<file path="src/hdl/lpc_pkg.sv">
`timescale 1ns / 1ps
// ----------------------------------------------------------------------------
// lpc_pkg
// Shared types, constants and helpers of the 3x3 local pattern code block.
// ----------------------------------------------------------------------------
package lpc_pkg;

  localparam int NB_COUNT  = 8;
  localparam int PIX_W     = 8;
  localparam int FLAG_W    = 4;
  localparam int CODE_W    = 13;
  localparam int CFG_IDX_W = 2;
  localparam int CFG_DAT_W = 8;

  typedef enum logic [1:0] {
    MODE_LBP    = 2'd0,
    MODE_CS_LBP = 2'd1,
    MODE_LTP    = 2'd2,
    MODE_CS_LTP = 2'd3
  } mode_t;

  typedef enum logic [CFG_IDX_W-1:0] {
    REG_PATTERN_MODE = 2'd0,
    REG_PAD_MODE     = 2'd1,
    REG_THRESHOLD    = 2'd2
  } reg_idx_t;

  // Border flag bit positions.
  localparam int FLAG_LEFT   = 0;
  localparam int FLAG_RIGHT  = 1;
  localparam int FLAG_TOP    = 2;
  localparam int FLAG_BOTTOM = 3;

  typedef logic [8:0][PIX_W-1:0] window_t;
  typedef logic [NB_COUNT-1:0][1:0] trit_vec_t;

  typedef struct packed {
    mode_t            mode;
    logic             pad_zero;
    logic [PIX_W-1:0] threshold;
  } cfg_t;

  // Neighbor offsets, east first, running clockwise with y growing downward.
  localparam int OFF_X [NB_COUNT] = '{1, 1, 0, -1, -1, -1, 0, 1};
  localparam int OFF_Y [NB_COUNT] = '{0, 1, 1, 1, 0, -1, -1, -1};
  localparam logic [CODE_W-1:0] POW3 [NB_COUNT] =
    '{13'd1, 13'd3, 13'd9, 13'd27, 13'd81, 13'd243, 13'd729, 13'd2187};

  // Value of neighbor k after padding. An outside neighbor either reads as
  // zero or has its offending offsets clamped back onto the center row or
  // column of the window.
  function automatic logic [PIX_W-1:0] pad_pick(input window_t win,
                                                input logic [FLAG_W-1:0] flags,
                                                input logic pad_zero,
                                                input int k);
    int   dx;
    int   dy;
    int   idx;
    logic out_x;
    logic out_y;
    dx    = OFF_X[k];
    dy    = OFF_Y[k];
    out_x = ((dx < 0) && flags[FLAG_LEFT]) || ((dx > 0) && flags[FLAG_RIGHT]);
    out_y = ((dy < 0) && flags[FLAG_TOP]) || ((dy > 0) && flags[FLAG_BOTTOM]);
    if (out_x) dx = 0;
    if (out_y) dy = 0;
    idx = (dy + 1) * 3 + (dx + 1);
    if ((out_x || out_y) && pad_zero) begin
      return '0;
    end
    return win[idx[3:0]];
  endfunction

endpackage

</file>
<file path="src/hdl/lpc_if.sv">
`timescale 1ns / 1ps
// ----------------------------------------------------------------------------
// lpc_in_if / lpc_out_if
// Valid/ready channels carrying a 3x3 window in and a pattern code out.
// ----------------------------------------------------------------------------
interface lpc_in_if;
  logic                          valid;
  logic                          ready;
  logic [lpc_pkg::PIX_W-1:0]     pix_center;
  logic [lpc_pkg::PIX_W-1:0]     pix_east;
  logic [lpc_pkg::PIX_W-1:0]     pix_south_east;
  logic [lpc_pkg::PIX_W-1:0]     pix_south;
  logic [lpc_pkg::PIX_W-1:0]     pix_south_west;
  logic [lpc_pkg::PIX_W-1:0]     pix_west;
  logic [lpc_pkg::PIX_W-1:0]     pix_north_west;
  logic [lpc_pkg::PIX_W-1:0]     pix_north;
  logic [lpc_pkg::PIX_W-1:0]     pix_north_east;
  logic [lpc_pkg::FLAG_W-1:0]    border_flags;

  modport source (output valid, pix_center, pix_east, pix_south_east, pix_south,
                  pix_south_west, pix_west, pix_north_west, pix_north,
                  pix_north_east, border_flags, input ready);
  modport sink   (input valid, pix_center, pix_east, pix_south_east, pix_south,
                  pix_south_west, pix_west, pix_north_west, pix_north,
                  pix_north_east, border_flags, output ready);
endinterface

interface lpc_out_if;
  logic                          valid;
  logic                          ready;
  logic [lpc_pkg::CODE_W-1:0]    pattern_code;

  modport source (output valid, pattern_code, input ready);
  modport sink   (input valid, pattern_code, output ready);
endinterface

</file>
<file path="src/hdl/local_pattern_code_3x3.sv">
`timescale 1ns / 1ps
// ----------------------------------------------------------------------------
// local_pattern_code_3x3
// Local binary / ternary pattern code of a 3x3 window with border padding.
// ----------------------------------------------------------------------------
//  Channel | Dir | Handshake     | Payload
//  in_ch   | in  | valid / ready | nine 8-bit pixels, 4-bit border flags
//  out_ch  | out | valid / ready | 13-bit pattern_code
//  cfg     | in  | cfg_write     | cfg_index (2 bits), cfg_data (8 bits)
//
// One window per clock unless the output is held. The eight compare lanes are
// registered, then the merge adder tree feeds the output register. Both stages
// advance whenever the next one is free, so a held output stalls the pipe only
// once both stages are full.
// Synchronous reset clears the stage valid bits and the cfg registers to zero.
// ----------------------------------------------------------------------------
module local_pattern_code_3x3 (
  input  logic                            clk,
  input  logic                            rst,
  lpc_in_if.sink                          in_ch,
  lpc_out_if.source                       out_ch,
  input  logic                            cfg_write,
  input  logic [lpc_pkg::CFG_IDX_W-1:0]   cfg_index,
  input  logic [lpc_pkg::CFG_DAT_W-1:0]   cfg_data
);

  lpc_pkg::cfg_t              cfg;
  lpc_pkg::window_t           win;
  lpc_pkg::trit_vec_t         lane_trits;
  lpc_pkg::trit_vec_t         s1_trits;
  logic                       s1_valid;
  logic                       s1_ternary;
  logic                       s1_advance;
  logic                       out_free;
  logic [lpc_pkg::CODE_W-1:0] merged;
  logic [lpc_pkg::CODE_W-1:0] code;
  logic                       out_valid;
  logic                       out_ternary;

  always_ff @(posedge clk) begin
    if (rst) begin
      cfg <= '{mode: lpc_pkg::MODE_LBP, pad_zero: 1'b0, threshold: '0};
    end else if (cfg_write) begin
      unique case (cfg_index)
        lpc_pkg::REG_PATTERN_MODE: cfg.mode      <= lpc_pkg::mode_t'(cfg_data[1:0]);
        lpc_pkg::REG_PAD_MODE:     cfg.pad_zero  <= cfg_data[0];
        lpc_pkg::REG_THRESHOLD:    cfg.threshold <= cfg_data;
        default: ;
      endcase
    end
  end

  // Window in row-major order, center at index 4.
  assign win = {in_ch.pix_south_east, in_ch.pix_south, in_ch.pix_south_west,
                in_ch.pix_east, in_ch.pix_center, in_ch.pix_west,
                in_ch.pix_north_east, in_ch.pix_north, in_ch.pix_north_west};

  for (genvar k = 0; k < lpc_pkg::NB_COUNT; k++) begin : g_lane
    lpc_lane #(.K(k)) u_lane (
      .win   (win),
      .flags (in_ch.border_flags),
      .cfg   (cfg),
      .trit  (lane_trits[k])
    );
  end

  assign out_free    = !out_valid || out_ch.ready;
  assign s1_advance  = !s1_valid || out_free;
  assign in_ch.ready = s1_advance;

  always_ff @(posedge clk) begin
    if (rst) begin
      s1_valid <= 1'b0;
    end else if (s1_advance) begin
      s1_valid <= in_ch.valid;
    end
  end

  always_ff @(posedge clk) begin
    if (s1_advance && in_ch.valid) begin
      s1_trits   <= lane_trits;
      s1_ternary <= cfg.mode[1];
    end
  end

  lpc_merge u_merge (
    .trits   (s1_trits),
    .ternary (s1_ternary),
    .code    (merged)
  );

  always_ff @(posedge clk) begin
    if (rst) begin
      out_valid <= 1'b0;
    end else if (out_free) begin
      out_valid <= s1_valid;
    end
  end

  always_ff @(posedge clk) begin
    if (out_free && s1_valid) begin
      code        <= merged;
      out_ternary <= s1_ternary;
    end
  end

  assign out_ch.valid        = out_valid;
  assign out_ch.pattern_code = code;

  // A full stage with a free output moves on in the next cycle.
  a_advance: assert property (@(posedge clk) disable iff (rst)
    s1_valid && out_free |=> out_valid)
    else $error("stage one result did not reach the output register");

  // Input is refused only when both stages hold work and the output is held.
  a_stall: assert property (@(posedge clk) disable iff (rst)
    !in_ch.ready |-> (s1_valid && out_valid && !out_ch.ready))
    else $error("input stalled while the pipeline had room");

  // Binary codes stay within eight bits; ternary codes within 3^8 - 1.
  a_range: assert property (@(posedge clk) disable iff (rst)
    out_valid |-> (out_ternary ? (code <= 13'd6560) : (code[12:8] == 5'd0)))
    else $error("pattern code out of range for its mode");

endmodule

</file>
<file path="src/hdl/lpc_lane.sv">
`timescale 1ns / 1ps
// ----------------------------------------------------------------------------
// lpc_lane
// One neighbor lane: pads its neighbor and the opposite one, then compares.
// ----------------------------------------------------------------------------
module lpc_lane #(
  parameter int K = 0
) (
  input  lpc_pkg::window_t              win,
  input  logic [lpc_pkg::FLAG_W-1:0]    flags,
  input  lpc_pkg::cfg_t                 cfg,
  output logic [1:0]                    trit
);

  localparam int OPP = (K + 4) % lpc_pkg::NB_COUNT;

  logic [lpc_pkg::PIX_W-1:0] nb;
  logic [lpc_pkg::PIX_W-1:0] opp;
  logic [lpc_pkg::PIX_W-1:0] center;
  logic [lpc_pkg::PIX_W-1:0] ref_pix;
  logic [lpc_pkg::PIX_W:0]   ref_hi;
  logic [lpc_pkg::PIX_W:0]   nb_plus_t;

  always_comb begin
    nb      = lpc_pkg::pad_pick(win, flags, cfg.pad_zero, K);
    opp     = lpc_pkg::pad_pick(win, flags, cfg.pad_zero, OPP);
    center  = win[4];
    ref_pix = (cfg.mode == lpc_pkg::MODE_CS_LTP) ? opp : center;
    // Compare in nine bits so c+T and c-T need no saturation:
    // n >= c-T is tested as n+T >= c.
    ref_hi    = {1'b0, ref_pix} + {1'b0, cfg.threshold};
    nb_plus_t = {1'b0, nb} + {1'b0, cfg.threshold};
    case (cfg.mode)
      lpc_pkg::MODE_LBP:    trit = {1'b0, nb > center};
      lpc_pkg::MODE_CS_LBP: trit = {1'b0, nb >= opp};
      default: begin
        if ({1'b0, nb} >= ref_hi) begin
          trit = 2'd2;
        end else if (nb_plus_t >= {1'b0, ref_pix}) begin
          trit = 2'd1;
        end else begin
          trit = 2'd0;
        end
      end
    endcase
  end

endmodule

</file>
<file path="src/hdl/lpc_merge.sv">
`timescale 1ns / 1ps
// ----------------------------------------------------------------------------
// lpc_merge
// Combines the eight lane results into one binary or ternary code.
// ----------------------------------------------------------------------------
module lpc_merge (
  input  lpc_pkg::trit_vec_t            trits,
  input  logic                          ternary,
  output logic [lpc_pkg::CODE_W-1:0]    code
);

  logic [lpc_pkg::CODE_W-1:0] terms [lpc_pkg::NB_COUNT];
  logic [lpc_pkg::CODE_W-1:0] sum_lo;
  logic [lpc_pkg::CODE_W-1:0] sum_hi;
  logic [lpc_pkg::NB_COUNT-1:0] bits;

  always_comb begin
    for (int k = 0; k < lpc_pkg::NB_COUNT; k++) begin
      bits[k]  = trits[k][0];
      terms[k] = trits[k][1] ? (lpc_pkg::POW3[k] << 1)
               : (trits[k][0] ? lpc_pkg::POW3[k] : '0);
    end
    sum_lo = (terms[0] + terms[1]) + (terms[2] + terms[3]);
    sum_hi = (terms[4] + terms[5]) + (terms[6] + terms[7]);
    code   = ternary ? (sum_lo + sum_hi)
                     : {{(lpc_pkg::CODE_W - lpc_pkg::NB_COUNT){1'b0}}, bits};
  end

endmodule
</file>
<file path="src/flat_wrapper.sv">
// flat-port wrapper written by rule: the top's interface ports become plain ports
module local_pattern_code_3x3_flat 
  (clk, rst, cfg_write, cfg_index, cfg_data, in_ch_valid, in_ch_pix_center, in_ch_pix_east, in_ch_pix_south_east, in_ch_pix_south, in_ch_pix_south_west, in_ch_pix_west, in_ch_pix_north_west, in_ch_pix_north, in_ch_pix_north_east, in_ch_border_flags, in_ch_ready, out_ch_valid, out_ch_pattern_code, out_ch_ready);
  lpc_in_if in_ch_i ();
  lpc_out_if out_ch_i ();
  input  logic clk;
  input  logic rst;
  input  logic cfg_write;
  input  logic [lpc_pkg::CFG_IDX_W-1:0] cfg_index;
  input  logic [lpc_pkg::CFG_DAT_W-1:0] cfg_data;
  input wire logic [$bits(in_ch_i.valid)-1:0] in_ch_valid;
  input wire logic [$bits(in_ch_i.pix_center)-1:0] in_ch_pix_center;
  input wire logic [$bits(in_ch_i.pix_east)-1:0] in_ch_pix_east;
  input wire logic [$bits(in_ch_i.pix_south_east)-1:0] in_ch_pix_south_east;
  input wire logic [$bits(in_ch_i.pix_south)-1:0] in_ch_pix_south;
  input wire logic [$bits(in_ch_i.pix_south_west)-1:0] in_ch_pix_south_west;
  input wire logic [$bits(in_ch_i.pix_west)-1:0] in_ch_pix_west;
  input wire logic [$bits(in_ch_i.pix_north_west)-1:0] in_ch_pix_north_west;
  input wire logic [$bits(in_ch_i.pix_north)-1:0] in_ch_pix_north;
  input wire logic [$bits(in_ch_i.pix_north_east)-1:0] in_ch_pix_north_east;
  input wire logic [$bits(in_ch_i.border_flags)-1:0] in_ch_border_flags;
  output wire logic [$bits(in_ch_i.ready)-1:0] in_ch_ready;
  output wire logic [$bits(out_ch_i.valid)-1:0] out_ch_valid;
  output wire logic [$bits(out_ch_i.pattern_code)-1:0] out_ch_pattern_code;
  input wire logic [$bits(out_ch_i.ready)-1:0] out_ch_ready;
  assign in_ch_i.valid = in_ch_valid;
  assign in_ch_i.pix_center = in_ch_pix_center;
  assign in_ch_i.pix_east = in_ch_pix_east;
  assign in_ch_i.pix_south_east = in_ch_pix_south_east;
  assign in_ch_i.pix_south = in_ch_pix_south;
  assign in_ch_i.pix_south_west = in_ch_pix_south_west;
  assign in_ch_i.pix_west = in_ch_pix_west;
  assign in_ch_i.pix_north_west = in_ch_pix_north_west;
  assign in_ch_i.pix_north = in_ch_pix_north;
  assign in_ch_i.pix_north_east = in_ch_pix_north_east;
  assign in_ch_i.border_flags = in_ch_border_flags;
  assign in_ch_ready = in_ch_i.ready;
  assign out_ch_valid = out_ch_i.valid;
  assign out_ch_pattern_code = out_ch_i.pattern_code;
  assign out_ch_i.ready = out_ch_ready;
  local_pattern_code_3x3 u_core (.clk(clk), .rst(rst), .in_ch(in_ch_i), .out_ch(out_ch_i), .cfg_write(cfg_write), .cfg_index(cfg_index), .cfg_data(cfg_data));
endmodule
</file>
<file path="config.mk">
export PLATFORM = sky130hd
export DESIGN_NAME = local_pattern_code_3x3_flat
export DESIGN_NICKNAME = d
export VERILOG_FILES = /design/src/hdl/lpc_pkg.sv /design/src/hdl/lpc_if.sv /design/src/hdl/local_pattern_code_3x3.sv /design/src/hdl/lpc_lane.sv /design/src/hdl/lpc_merge.sv /design/src/flat_wrapper.sv
export SDC_FILE = /design/constraint.sdc
export NUM_CORES = 1
export LEC_CHECK = 0
export BUFFER_PORTS_ARGS = -buffer_cell sky130_fd_sc_hd__buf_2
export CAP_MARGIN = 10
export CORE_ASPECT_RATIO = 2
export CORE_UTILIZATION = 55
export DETAILED_ROUTE_END_ITERATION = 16
export GPL_TIMING_DRIVEN = 0
export PLACE_DENSITY = 0.73
export SETUP_SLACK_MARGIN = 0.3
export SLEW_MARGIN = 20
export SYNTH_ARGS = -nofsm -noshare
export SYNTH_HDL_FRONTEND = slang
export SYNTH_SLANG_ARGS = --single-unit
</file>
<file path="constraint.sdc">
create_clock -name clk -period 9.45 [get_ports clk]
set_clock_uncertainty 0.2 [all_clocks]
set_input_delay 1.89 -clock clk [delete_from_list [all_inputs] [get_ports clk]]
set_output_delay 1.89 -clock clk [all_outputs]
set_load 0.03 [all_outputs]
</file>
==> flow_summary.yaml, run 1 <==
sta:
  hold_viol_final: 0
  rsz0062_at_grt: "false"
  finalCritPeriodShare_pct: 85.3
  period_needed_ns: 8.06
  fin_ws_ns: 1.39
  report.final.slew_viol_count: 0
  setup-tns-final_ns: 0
  fmax_ghz: 0.124
  slew_headroom_pct: 22.2
  finalSetupViolCount: 0
  worst_pin_slew_ns: 1.16
logic_synthesis:
  yosys.area_share.simple_pct: 13.7
  synth_top_family_by_area: "adder cells"
  async_flop_share_pct: 0
  synth_compound_area_share_pct: 19.8
  synth-edff-count: 30
  synthAdderAreaFrac_pct: 35.9
  syn_nets: 2440
  synth_most_common_cell: "ha_1"
  synth_ff_type: "edfxtp_1"
  ys_ff_latch: 43
  syn_area_per_cell_um2: 8.50
  synthTopCellsByCount: "ha_1 (401), inv_1 (175), nor2_1 (151)"
  synthCells: 1908
  ys_types: 82
  synthesis.area_um2: 16200
  synth_top_area_share_pct: 30.9
  synth.area.top_cells: "ha_1 (31%), mux4_2 (6.7%), edfxtp_1 (5.6%)"
  muxShareOfSynthArea_pct: 12.6
  yosysTopAreaCell: "ha_1"
  yosys_warnings: 0
  seq_area_frac_synth_pct: 7.16
  synth_xor_area_share_pct: 5.08
floorplan:
  fp-row-count: 88
  start_util_pct: 56.0
  coreArea_um2: 29000
  fp.dieH_um: 245
  io_pins: 106
  fp.dieW_um: 123
  dieArea_um2: 30200
clock_network:
  clockBufferDepth: 2
  postCtsSetupBuffers: 0
  cts_root_buffer: "clkbuf_16"
  cts_made_buffers: 5
  cts_tree: "built"
  clock_latency_ns: 0.29
  htreeDepth: 2
  post_cts_resized: 0
  ctsHoldBuffers: 0
  clock_sinks: 43
  path_clk_slew_ns: 0.06
routing:
  routed_wl_um: 61200
  drtPass1Iterations: 5
  wl_per_cell_um: 25.7
  ant_nets: 0
  via_per_inst: 6.71
  vias: 16000
  post-route-drc-count: 0
  drt_iter0_drc: 1082
global_route:
  grt_pass1_wl_um: 92300
  grt_pass1_vias: 16600
  grt_max_degree: 20
  track_usage_pct: 41.7
  overflow: 0
  grt_antenna_before_repair: 4
cells_and_area:
  fin_util_pct: 60.2
  fill_cells: 2667
  finalNetCount: 2553
  drive_gt1_share_pct: 13.3
  regArea_um2: 1170
  area_growth_pct: 7.57
  instances_no_fill: 2385
  multi_input_area_um2: 14200
outcome:
  status: "finished clean"
place:
  place_hpwl_um: 50100
  place_congestion: 1.08
  dp_slack_ns: 1.37
  dp_cells: 2374
  port_buffers: 105
pwr:
  pwr-share-clk_pct: 9.3
  power_uw: 2180
  p_leak_uw: 0.00864
  p_comb_share_pct: 78.5
  power_density_nw_per_um2: 125
  seq_power_share_pct: 12.2
  p_switching_uw: 1100
  p_sw_share_pct: 50.6
  intPower_uw: 1080
  irDropWorstVdd_v: 0.000118
run:
  maxCapViolCount: 0
worst_hold_path:
  hold_path_class: "reg -> reg"
  hold-path-cell-count: 2
  hp-start: "u_core.s1_valid"
  min_to: "u_core.out_ch.valid"
setup_path:
  ff2ff_setup_slack_ns: 3.34
  r2r_cells: 18
  r2r-start: "u_core.cfg[10]"
  slowest_stage: "a211oi_1"
  path_delay_family: "compound AO/OA/AOI/OAI gates"
  r2r-end: "u_core.s1_trits[0]"
  end_kind: "register"
  critPathKind: "in -> reg"
  cp_max_fo: 9
  crit_buf_inv: 5
  path_cells: "buf_2 -> clkbuf_1 -> inv_1 -> ha_1 -> buf_2 -> nor3b_4 -> nand2_1 -> a211oi_1 -> inv_2 -> o21ai_1 -> ha_1 -> a21o_1 -> a21oi_1 -> o21ai_0 -> o21ai_0 -> a21oi_1 -> xnor2_1 -> ha_1 -> a21oi_1 -> nand2_1 -> o211ai_1 -> a311o_1"
  start_kind: "input pin"
  required_ns: 9.29
  cp_data_arrival_time_ns: 7.90
  critPathMaxStageDelay_ns: 0.94
cells by family (layout without fill, tap and decap cells):
family                     after synthesis  after routing
adders and majority gates              441            441
muxes                                  138            138
DFF                                     43             43
buffers and inverters                  233            347
other                                    0              3
xor gates and xnor gates                94             94
and+or+nand+nor                        464            464
AOI/OAI and AO/OA                      495            495
state kept, by name, summed over array words and instances (netlist names):
| register | flops |
|---|---|
| u_core.s1_trits | 16 |
| u_core.out_ch.valid | 1 |
| u_core.cfg | 11 |
| u_core.s1_valid | 1 |
| u_core.s1_ternary | 1 |
| u_core.out_ch.pattern_code | 13 |
per-stage QoR:
stage | cell area [µm²] | hold WS [ns]
2_1_floorplan | 16200 | 0.273
3_3_place_gp | 17200 | 0.306
3_5_place_dp | 17200 | 0.308
4_1_cts | 17400 | 0.321
5_1_grt | 17400 | 0.357
6_report | 17400 | 0.326
cell usage in the layout (no fill, tap or decap), types with 7 or more instances in the layout:
cell type,netlist,routed
a211oi_1,26,22
a21boi_1,9,9
a21o_1,37,37
a21oi_1,149,149
a22oi_1,8,8
a311oi_2,6,8
and2_1,14,14
buf_2,12,117
clkbuf_1,22,22
dfxtp_2,0,7
edfxtp_1,30,30
fa_1,40,40
ha_1,401,401
inv_1,175,175
inv_2,11,11
mux2_1,15,15
mux2_2,36,36
mux2i_1,39,39
mux4_2,48,48
nand2_1,123,123
nand2b_1,29,29
nand3_1,12,12
nand4_1,32,32
nor2_1,151,151
nor2b_1,47,46
nor3_1,17,17
o211ai_1,16,16
o21a_1,46,46
o21ai_0,69,69
o21ai_1,51,51
o31a_1,7,7
o41ai_1,9,9
or3_1,13,13
xnor2_1,62,62
xor2_1,32,32
worst max path at each step:
| stage | start | endpoint | slack [ns] | cells after the start |
|---|---|---|---|---|
| after CTS | in_ch_border_flags[1] | u_core.s1_trits[10] | 1.70 | 22 |
| after global placement | in_ch_border_flags[0] | u_core.s1_trits[14] | 1.16 | 23 |
| after global routing | in_ch_border_flags[1] | u_core.s1_trits[10] | 1.09 | 22 |
| after floorplan | in_ch_border_flags[2] | u_core.s1_trits[2] | 2.61 | 23 |
| after detailed placement | in_ch_border_flags[1] | u_core.s1_trits[10] | 1.37 | 22 |
| final | in_ch_border_flags[1] | u_core.s1_trits[10] | 1.39 | 22 |
layout make-up:
type	count	area share, %
Sequential cell	43	6.71
Antenna cell	3	0.0430
Inverter	187	4.02
Multi-Input combinational cell	1632	81.1
Timing Repair Buffer	106	3.17
Clock inverter	3	0.273
Tap cell	360	2.58
Clock buffer	5	0.717
Buffer	46	1.36
worst reg2reg max path, delay by kind of cell (launching register included):
kind                     cells  cell delay (ns)
XOR/XNOR                     1             0.10
buffers and inverters        3             1.29
adder cells (fa/ha/maj)      3             1.04
AND/OR/NAND/NOR              4             1.41
flip-flops                   1             0.45
AO/OA/AOI/OAI                7             1.34
power by group through the flow:
stage | combinational (µW) | clock, µW | sequential [µW]
finish | 1710 | 204 | 267
global route | 1880 | 211 | 269
global placement | 1590 | 0 | 270
detailed placement | 1650 | 0 | 270
floorplan | 1160 | 0 | 286
CTS | 1670 | 203 | 266
per-layer routing:
| layer | wire, µm | vias up | track usage (%) |
|---|---|---|---|
| li1 | - | 7245 | - |
| met1 | 19200 | 7455 | 39.9 |
| met2 | 29100 | 891 | 69.9 |
| met3 | 5170 | 416 | 9.69 |
| met4 | 7750 | 2 | 42.6 |
| met5 | 13 | - | 0 |
No activity file was read; power rests on OpenSTA's default activity.
==> inputs of run 2 (changes only) <==
--- a/config.mk
+++ b/config.mk
@@ -8,11 +8,12 @@
 export BUFFER_PORTS_ARGS = -buffer_cell sky130_fd_sc_hd__buf_2
 export CAP_MARGIN = 10
 export CORE_ASPECT_RATIO = 2
-export CORE_UTILIZATION = 55
+export CORE_UTILIZATION = 60
 export DETAILED_ROUTE_END_ITERATION = 16
 export GPL_TIMING_DRIVEN = 0
-export PLACE_DENSITY = 0.73
+export PLACE_DENSITY_LB_ADDON = 0.2
 export SETUP_SLACK_MARGIN = 0.3
+export SKIP_CTS_REPAIR_TIMING = 1
 export SLEW_MARGIN = 20
 export SYNTH_ARGS = -nofsm -noshare
 export SYNTH_HDL_FRONTEND = slang
==> run 2 against run 1 <==
Effect of this change: utilization up 5.7 points; via count decreased by 1.6%; die area is 8.2% lower; sequential power barely moved; sequential share of layout area about the same; critical path depth increased by 2; hold slack better by 0.019 ns; setup slack got worse by 0.041 ns; largest power group unchanged.
==> flow_summary.yaml, run 2 (synthesis results as in run 1) <==
cells_and_area:
  drive_gt1_share_pct: 13.3
  finalNetCount: 2552
  mostFrequentLayoutCells: "ha_1 (401), inv_1 (175), nor2_1 (151)"
  largest_reg_flops: 16
  regArea_um2: 1170
  multi_input_area_um2: 14200
  area_growth_pct: 7.34
  final_common_cell: "ha_1"
  largest_register: "u_core.s1_trits"
  fill_cells: 2323
  design_area_um2: 17400
clock_network:
  cts_root_buffer: "clkbuf_16"
  clock_latency_ns: 0.29
  clock_sinks: 43
  path_clk_slew_ns: 0.07
  htreeDepth: 2
  cts_made_buffers: 5
  cts_tree: "built"
  clockBufferDepth: 2
place:
  place_hpwl_um: 47500
  port_buffers: 105
  post_dp_cell_area_um2: 17200
  dp_slack_ns: 1.14
  place_congestion: 1.05
routing:
  vias: 15700
  drt_iter0_drc: 992
  via_per_inst: 6.64
  ant_nets: 0
  wl_per_cell_um: 24.2
  drtPass1Iterations: 5
  routed_wl_um: 57500
  post-route-drc-count: 0
pwr:
  irDropWorstVdd_v: 0.000117
  seq_power_share_pct: 12.5
  p_leak_uw: 0.00863
  p_switching_uw: 1060
  pwr-share-clk_pct: 9.3
  power_density_nw_per_um2: 123
  intPower_uw: 1070
  p_sw_share_pct: 49.7
  p_comb_share_pct: 78.1
run:
  maxCapViolCount: 0
global_route:
  grt_max_degree: 25
  overflow: 0
  track_usage_pct: 41.7
  grt_antenna_before_repair: 5
  grt_pass1_vias: 16100
  grt_pass1_wl_um: 87100
setup_path:
  critPathMaxStageDelay_ns: 0.60
  slowest_stage: "a211oi_1"
  start_kind: "input pin"
  end_kind: "register"
  r2r_cells: 18
  cp_max_fo: 10
  required_ns: 9.27
  path_cells: "buf_2 -> clkbuf_1 -> inv_1 -> ha_1 -> buf_2 -> buf_2 -> mux4_2 -> mux2_2 -> nand2_1 -> o21ai_1 -> ha_1 -> inv_1 -> fa_1 -> nor2b_1 -> o31a_1 -> o21ai_0 -> nand2b_1 -> xnor2_1 -> ha_1 -> nand3_1 -> or3_1 -> a211oi_1 -> nor2_1 -> a211o_1"
  critPathKind: "in -> reg"
  cp_data_arrival_time_ns: 7.92
sta:
  worst_pin_slew_ns: 1.21
  fmax_ghz: 0.123
  period_needed_ns: 8.10
  hold_viol_final: 0
  slew_headroom_pct: 18.9
  finalCritPeriodShare_pct: 85.7
  rsz0062_at_grt: "false"
  setup-tns-final_ns: 0
  report.final.slew_viol_count: 0
  finalSetupViolCount: 0
  fin_ws_ns: 1.35
floorplan:
  fp.dieH_um: 234
  dieArea_um2: 27700
  coreArea_um2: 26400
  io_pins: 106
  fp.dieW_um: 118
  start_util_pct: 61.5
  fp-row-count: 84
worst_hold_path:
  hold-path-cell-count: 2
  hold_path_class: "reg -> reg"
outcome:
  status: "finished clean"
## run 2: layout make-up
class                           instances  area share (%)
Inverter                              187            4.03
Clock buffer                            5           0.719
Clock inverter                          3           0.266
Tap cell                              344            2.47
Buffer                                 46            1.36
Timing Repair Buffer                  105            3.02
Multi-Input combinational cell       1632            81.3
Antenna cell                            6          0.0863
Sequential cell                        43            6.71
## run 2: final timing paths
kind	startpoint	slack [ns]	to
worst max-delay path	in_ch_border_flags[2]	1.35	u_core.s1_trits[2]
worst min-delay path	u_core.s1_valid	0.34	u_core.out_ch.valid
worst max register to register	u_core.cfg[10]	3.37	u_core.s1_trits[0]
worst min register to register	u_core.s1_valid	0.34	u_core.out_ch.valid
## run 2: metal layers
layer  vias up  GRT usage [%]  routed length [µm]
met2       753           73.7               27600
met3       351           5.96                3870
met1      7409           40.8               19200
met5         -              0                   0
li1       7233              -                   -
met4         0           42.9                6800
## run 2: power groups by stage
stage	Sequential, µW	Combinational [µW]	Clock, µW
after global routing	269	1850	205
after CTS	267	1650	200
after global placement	270	1580	0
after detailed placement	271	1630	0
final	268	1670	200
after floorplan	286	1160	0
## run 2: stage by stage
step	hold slack, ns	utilization (%)	instances	power, µW
after detailed placement	0.309	65.3	2357	1910
final	0.345	66.0	2371	2140
after global routing	0.372	66.0	2369	2320
after CTS	0.336	65.9	2365	2120
after global placement	0.302	65.1	2357	1860
after floorplan	0.273	-	1908	1450
## run 2: critical path: cells and delay by family
family,cells,cell delay [ns]
compound gates,5,1.57
xor+xnor,1,0.15
fa+ha+maj,4,1.12
buf+inv,6,1.44
mux,2,0.83
simple gates,6,0.90
